### config.mk
export PLATFORM = sky130hd
export DESIGN_NAME = otb_ctrl
export DESIGN_NICKNAME = d
export VERILOG_FILES = /design/src/rtl/core/otb_pkg.sv /design/src/rtl/core/otb_ctrl.sv
export SDC_FILE = /design/constraint.sdc
export NUM_CORES = 1
export LEC_CHECK = 0
export BUFFER_PORTS_ARGS = -buffer_cell sky130_fd_sc_hd__buf_2
export CAP_MARGIN = 20
export CORE_MARGIN = 2
export CORE_UTILIZATION = 45
export CTS_CLUSTER_DIAMETER = 80
export DETAILED_ROUTE_END_ITERATION = 6
export PLACE_DENSITY = 0.84
export SYNTH_ARGS = -nofsm -noshare
export SYNTH_HDL_FRONTEND = slang
export SYNTH_SLANG_ARGS = --single-unit
export TNS_END_PERCENT = 10
### constraint.sdc
create_clock -name clk -period 2 [get_ports clk]
set_input_delay 0.4 -clock clk [delete_from_list [all_inputs] [get_ports clk]]
set_output_delay 0.4 -clock clk [all_outputs]
set_load 0.01 [all_outputs]
### src/rtl/core/otb_pkg.sv
// Shared types and constants for the Otsu threshold binariser.
package otb_pkg;

	typedef enum logic [1:0] {
		OP_CLEAR    = 2'd0,
		OP_ACCUM    = 2'd1,
		OP_COMPUTE  = 2'd2,
		OP_BINARIZE = 2'd3
	} op_t;

	typedef enum logic [4:0] {
		S_INIT,
		S_IDLE,
		S_CLR,
		S_ACC_RD,
		S_ACC_WR,
		S_SCAN,
		S_SCAN_TAIL,
		S_SCAN_DONE,
		S_EV_RD,
		S_EV_SQ1,
		S_EV_D1_GO,
		S_EV_D1_WAIT,
		S_EV_SQ2,
		S_EV_D2_GO,
		S_EV_D2_WAIT,
		S_EV_FIN,
		S_EMIT
	} state_t;

	typedef struct packed {
		logic take;
		logic clr_wr;
		logic acc_rd;
		logic acc_wr;
		logic scan_rd;
		logic fin_scan;
		logic ev_init;
		logic sq_ld;
		logic sq_sel2;
		logic div_go;
		logic div_sel2;
		logic div1_cap;
		logic ev_step;
		logic fin_eval;
		logic emit;
	} cmd_t;

	typedef struct packed {
		logic ix_last;
		logic t_last;
		logic multi;
		logic div_done;
		logic out_free;
	} stat_t;

	localparam int SUM_W = 32;
	localparam int SQ_W = 64;
	localparam int PIX_W = 8;
	localparam int DIV_STEPS = 64;
	localparam logic [PIX_W-1:0] PIX_WHITE = 8'hFF;

endpackage

### src/rtl/core/otb_ctrl.sv
// Sequencer for the Otsu threshold binariser.
module otb_ctrl (
	input  logic           clk,
	input  logic           arst_n,
	input  logic           in_valid,
	output logic           in_stall,
	input  logic [1:0]     opcode,
	input  otb_pkg::stat_t stat,
	output otb_pkg::cmd_t  cmd
);
	import otb_pkg::*;

	state_t state_q;
	state_t state_d;
	op_t    op;

	assign op = op_t'(opcode);

	always_ff @(posedge clk or negedge arst_n) begin
		if (!arst_n) begin
			state_q <= S_INIT;
		end else begin
			state_q <= state_d;
		end
	end

	always_comb begin
		state_d = state_q;
		unique case (state_q)
			S_INIT, S_CLR: begin
				if (stat.ix_last) state_d = S_IDLE;
			end
			S_IDLE: begin
				if (in_valid) begin
					unique case (op)
						OP_CLEAR:    state_d = S_CLR;
						OP_ACCUM:    state_d = S_ACC_RD;
						OP_COMPUTE:  state_d = S_SCAN;
						OP_BINARIZE: state_d = S_EMIT;
						default:     state_d = S_IDLE;
					endcase
				end
			end
			S_ACC_RD:    state_d = S_ACC_WR;
			S_ACC_WR:    state_d = S_IDLE;
			S_SCAN: begin
				if (stat.ix_last) state_d = S_SCAN_TAIL;
			end
			S_SCAN_TAIL: state_d = S_SCAN_DONE;
			S_SCAN_DONE: state_d = stat.multi ? S_EV_RD : S_EMIT;
			S_EV_RD:     state_d = S_EV_SQ1;
			S_EV_SQ1:    state_d = S_EV_D1_GO;
			S_EV_D1_GO:  state_d = S_EV_D1_WAIT;
			S_EV_D1_WAIT: begin
				if (stat.div_done) state_d = S_EV_SQ2;
			end
			S_EV_SQ2:    state_d = S_EV_D2_GO;
			S_EV_D2_GO:  state_d = S_EV_D2_WAIT;
			S_EV_D2_WAIT: begin
				if (stat.div_done) state_d = stat.t_last ? S_EV_FIN : S_EV_RD;
			end
			S_EV_FIN:    state_d = S_EMIT;
			S_EMIT: begin
				if (stat.out_free) state_d = S_IDLE;
			end
			default:     state_d = S_INIT;
		endcase
	end

	always_comb begin
		cmd = '0;
		in_stall = 1'b1;
		unique case (state_q)
			S_INIT, S_CLR: cmd.clr_wr = 1'b1;
			S_IDLE: begin
				in_stall = 1'b0;
				cmd.take = in_valid;
			end
			S_ACC_RD:    cmd.acc_rd = 1'b1;
			S_ACC_WR:    cmd.acc_wr = 1'b1;
			S_SCAN:      cmd.scan_rd = 1'b1;
			S_SCAN_TAIL: ;
			S_SCAN_DONE: begin
				cmd.fin_scan = 1'b1;
				cmd.ev_init = stat.multi;
			end
			S_EV_RD:     ;
			S_EV_SQ1:    cmd.sq_ld = 1'b1;
			S_EV_D1_GO:  cmd.div_go = 1'b1;
			S_EV_D1_WAIT: cmd.div1_cap = stat.div_done;
			S_EV_SQ2: begin
				cmd.sq_ld = 1'b1;
				cmd.sq_sel2 = 1'b1;
			end
			S_EV_D2_GO: begin
				cmd.div_go = 1'b1;
				cmd.div_sel2 = 1'b1;
			end
			S_EV_D2_WAIT: cmd.ev_step = stat.div_done;
			S_EV_FIN:    cmd.fin_eval = 1'b1;
			S_EMIT:      cmd.emit = 1'b1;
			default:     ;
		endcase
	end

endmodule

Word-level counts from Yosys, hierarchy flattened
Cells that the tools add are included.

word-level totals
  register bits after elaboration = 5
  output and inout port bits = 16

operators by class
  equal/unequal tests = 25
  muxes and demuxes = 25
  reduce and logical (&&, ||, !) cells = 6

operators by type and width
  cell                                                             number
  5-bit one-hot mux with 16 select lines                           1
  5-bit by 4-bit == test with 1-bit output, second input constant  8
  5-bit two-way mux                                                7
  5-bit by 3-bit == test with 1-bit output, second input constant  4
  5-bit one-hot mux with 4 select lines                            1
  1-bit two-way mux                                                14
  2-bit inequality test, second input constant                     6
  5-bit by 2-bit == test with 1-bit output, second input constant  2
  6-bit AND reduction                                              1
  2-bit OR reduction                                               3
  5-bit by 1-bit == test with 1-bit output, second input constant  1
  5-bit == test, second input constant                             1
  5-bit zero test                                                  1
  2-bit == test, second input constant                             2
  3-bit two-way mux                                                1
  2-bit by 1-bit == test with 1-bit output, second input constant  1
  2-bit zero test                                                  1
  2-bit two-way mux                                                1

Depth between registers and ports, before layout
  depth in word-level cells = 4
  gate-level depth with buffers = 7
  gate-level depth less buffers = 7

Least setup slack after synthesis
Ideal clock, no wire load.

  kind = register to output
  start = register state_q[1]
  end = output cmd[3] in the netlist's numbering
  arrival time = 1.217 ns
  required time = 1.600 ns
  setup slack = 0.383 ns
  cell stages (with the launch flop) = 5
  cells stage by stage = dfrtp_1 > buf_6 > clkbuf_1 > nand2_1 > nor4_1

RTL lines
  what                    RTL line        source
  start, declared         otb_ctrl.sv:13  state_t state_q;
  start signal, assigned  otb_ctrl.sv:23  state_q <= state_d;
  end, declared           otb_ctrl.sv:9   output otb_pkg::cmd_t cmd

Final worst setup path
  start = register state_q[3]
  end = output in_stall

between the ends
  cells in the longest elaborated chain, start to end = 2

ends and longest elaborated chain
  what                                      RTL line        source
  5-bit by 1-bit == test with 1-bit output  otb_ctrl.sv:73  unique case (state_q)
  1-bit two-way mux                         otb_ctrl.sv:73
  end, declared                             otb_ctrl.sv:6   output logic in_stall,

No other way between the ends.

==> results.yml <==
worst_setup_path:
  critPathRequiredTime_ns: 1.60
  reg2regPathDepth: 6
  reg2reg_slack_ns: 0.18
  start_kind: "flip-flop"
  crit_path_max_fanout: 14
  arrival_ns: 1.49
  setup.worst_path.start: "state_q[3]"
  path_cells: "nor4_2 > and2_2 > inv_2 > buf_2"
  critical_path_class: "flip-flop to output port"
  cpPeakStageDelay_ns: 0.49
  slowest_stage: "dfrtp_2"
  r2r-start: "state_q[3]"
  cp_top_family: "simple AND/OR/NAND/NOR gates"
  path_buf_inv: 2
  end_kind: "output port"
  r2r_end: "state_q[0]"
route:
  dr.pass1.iters: 4
  ant_nets: 0
  routed_wl_mm: 1.59
  wl_per_cell_um: 12.4
  via_count: 718
  vias_per_cell: 5.61
  first_iter_violations: 14
  drc: 0
sta:
  period_minus_slack_ns: 1.89
  max_freq_ghz: 0.528
  rsz0062_at_grt: "false"
  finalHoldViolations: 0
  slew_violations: 0
  setup_viol: 0
  fin_crit_sh_pct: 94.6
  slew_headroom_pct: 78.7
  worst_pin_slew_ns: 0.317
  whs_ns: 0.458
  skew_ns: 0.00219
  setup_tns_ns: 0
finish:
  antenna_cells_inserted: 0
  syn_to_final_growth_pct: 16.9
  final_util_pct: 55.4
  top_regs: "state_q (5)"
  nets: 127
  stdcell_count: 128
  final_area_sq_um: 815
  drive_above_1_share_pct: 37.5
  largest_register_ffs: 5
  largest-register: "state_q"
logic_synthesis:
  synth_edf_count: 0
  synth_nets: 102
  async_flop_share_pct: 100
  syn_area_per_cell_sq_um: 7.92
  synth_compound_area_share_pct: 20.8
  synth_xor_area_share_pct: 1.26
  syn_inst: 88
  yosys_most_used_dff: "dfrtp_1"
  synth_top_family_by_area: "simple AND/OR/NAND/NOR gates"
  synth_fa_ha_area_share_pct: 7.18
  synth_cell_types: 39
  yosys.area_share.simple_pct: 33.9
  synth-seq-cells: 5
  yosysSeqAreaShare_pct: 18.0
  yosys_warnings: 0
  synth_mux_area_share_pct: 1.62
  synth.cell_area_sq_um: 697
global_routing:
  antenna_found_initial: 0
  grt_pass1_wl_mm: 2.79
  grt_max_degree: 18
  track_usage_pct: 19.4
  overflow: 0
  grt_pass1_vias: 646
power:
  power.density_nw_per_um2: 1380
  p_leak_nw: 0.406
  ir_worst_vdd_v: 0.000744
die:
  io_pins: 26
  start_util_pct: 47.4
  placementRows: 14
  die_h_um: 43.4
  fp.dieW_um: 43.4
  fp.coreArea_sq_um: 1470
  die-area_sq_um: 1880
placed_design:
  place.gp.congestion: 0.816
  portBuffers: 25
  post-dp-hpwl_mm: 1.23
  dp_cells: 123
  placed_area_sq_um: 767
worst_hold_path:
  whs_path_depth: 3
  hold_end: "state_q[4]"
  hp-start: "stat[0]"
  hold_class: "input pin to flip-flop"
cts:
  clkTransAtPathRegs_ns: 0.04
  clockBufferDepth: 2
  clockRootBuffer: "clkbuf_4"
  clock-sinks: 5
  cts_buffers: 3
  cts_tree: "built"
  clk_latency_ns: 0.24
  htreeDepth: 1
  post_cts_buffers: 0
run:
  maxCapViolations: 0
status:
  status: "completed"
## synthesized netlist by cell type (all sizes together) (2+ instances only)
cell type	number	area share (%)
dfrtp	5	18
or2	2	1.8
nor2	14	7.5
buf	5	7.5
nand3b	2	2.2
nand2b	3	2.7
clkbuf	4	6.5
o21ai	5	3.6
and2	3	2.9
nor3	6	4.3
a21oi	3	2.2
ha	4	7.2
nand2	4	2.2
inv	6	3.2
nor4	4	4.5
## area by class of cell
class / instances / area [sq um]
fill: 148 / 657
multi-input combinational: 68 / 458
timing repair buffer: 29 / 158
sequential: 5 / 130
clock buffer: 4 / 26.3
inverter: 6 / 22.5
tap: 16 / 20.0
## worst reg2reg max path, cell delays in order (launching register included)
cell,delay [ns]
dfrtp_2,0.49
nor4_2,0.32
and2_2,0.24
inv_2,0.06
o2111ai_4,0.24
nor4bb_1,0.09
a221o_1,0.26
## per-stage QoR
stage	setup slack, ns	total power, mW
CTS	0.0181	1.11
floorplan	0.383	0.911
detailed placement	0.131	0.986
global route	0.0196	1.24
global placement	0.198	0.956
finish	0.108	1.12
## power breakdown
group / total, mW / leakage, nW / internal, mW / switching (mW)
Combinational: 0.702 / 0.332 / 0.343 / 0.359
Clock: 0.118 / 0.0150 / 0.0755 / 0.0428
Sequential: 0.301 / 0.0593 / 0.154 / 0.147
Total: 1.12 / 0.406 / 0.572 / 0.549
## kinds of logic (layout without fill, tap and decap cells)
kind of cell | count (synthesis) | count (layout)
and+or+nand+nor | 43 | 43
AOI/OAI and AO/OA | 19 | 19
buffers and inverters | 15 | 39
DFF | 5 | 5
adders and majority gates | 4 | 4
xor gates and xnor gates | 1 | 1
muxes | 1 | 1
## cell usage in the layout (no fill, tap or decap), types with 2 or more instances in the layout
cell      count
buf_2        25
nor2_1       14
nor3_1        6
inv_1         5
nand2_1       4
o21ai_0       4
ha_1          4
dfrtp_2       4
nand2b_1      3
a21oi_1       3
clkbuf_4      3
buf_4         3
nand3b_1      2
or2_1         2
and2_1        2
nor4_2        2
nor4_1        2
## routing by layer
| metal | global-route usage, % | wire length [um] | vias to the layer above |
|---|---|---|---|
| met5 | 0 | 0 | - |
| li1 | - | - | 356 |
| met2 | 31.0 | 814 | 28 |
| met3 | 5.00 | 120 | 2 |
| met1 | 25.5 | 648 | 332 |
| met4 | 6.67 | 8 | 0 |
## what timing repair did
action	in CTS	in global routing
hold buffers	1	0
setup endpoints to repair	0	9
resized for setup	0	5
hold endpoints to repair	5	0
## worst max path at each step
stage / end / depth (start not counted)
CTS: cmd[7] / 4
floorplan: cmd[3] / 4
detailed placement: state_q[0] / 6
global placement: state_q[0] / 5
global route: cmd[7] / 4
finish: in_stall / 4
Note: power is estimated with default switching activity, not from simulation.
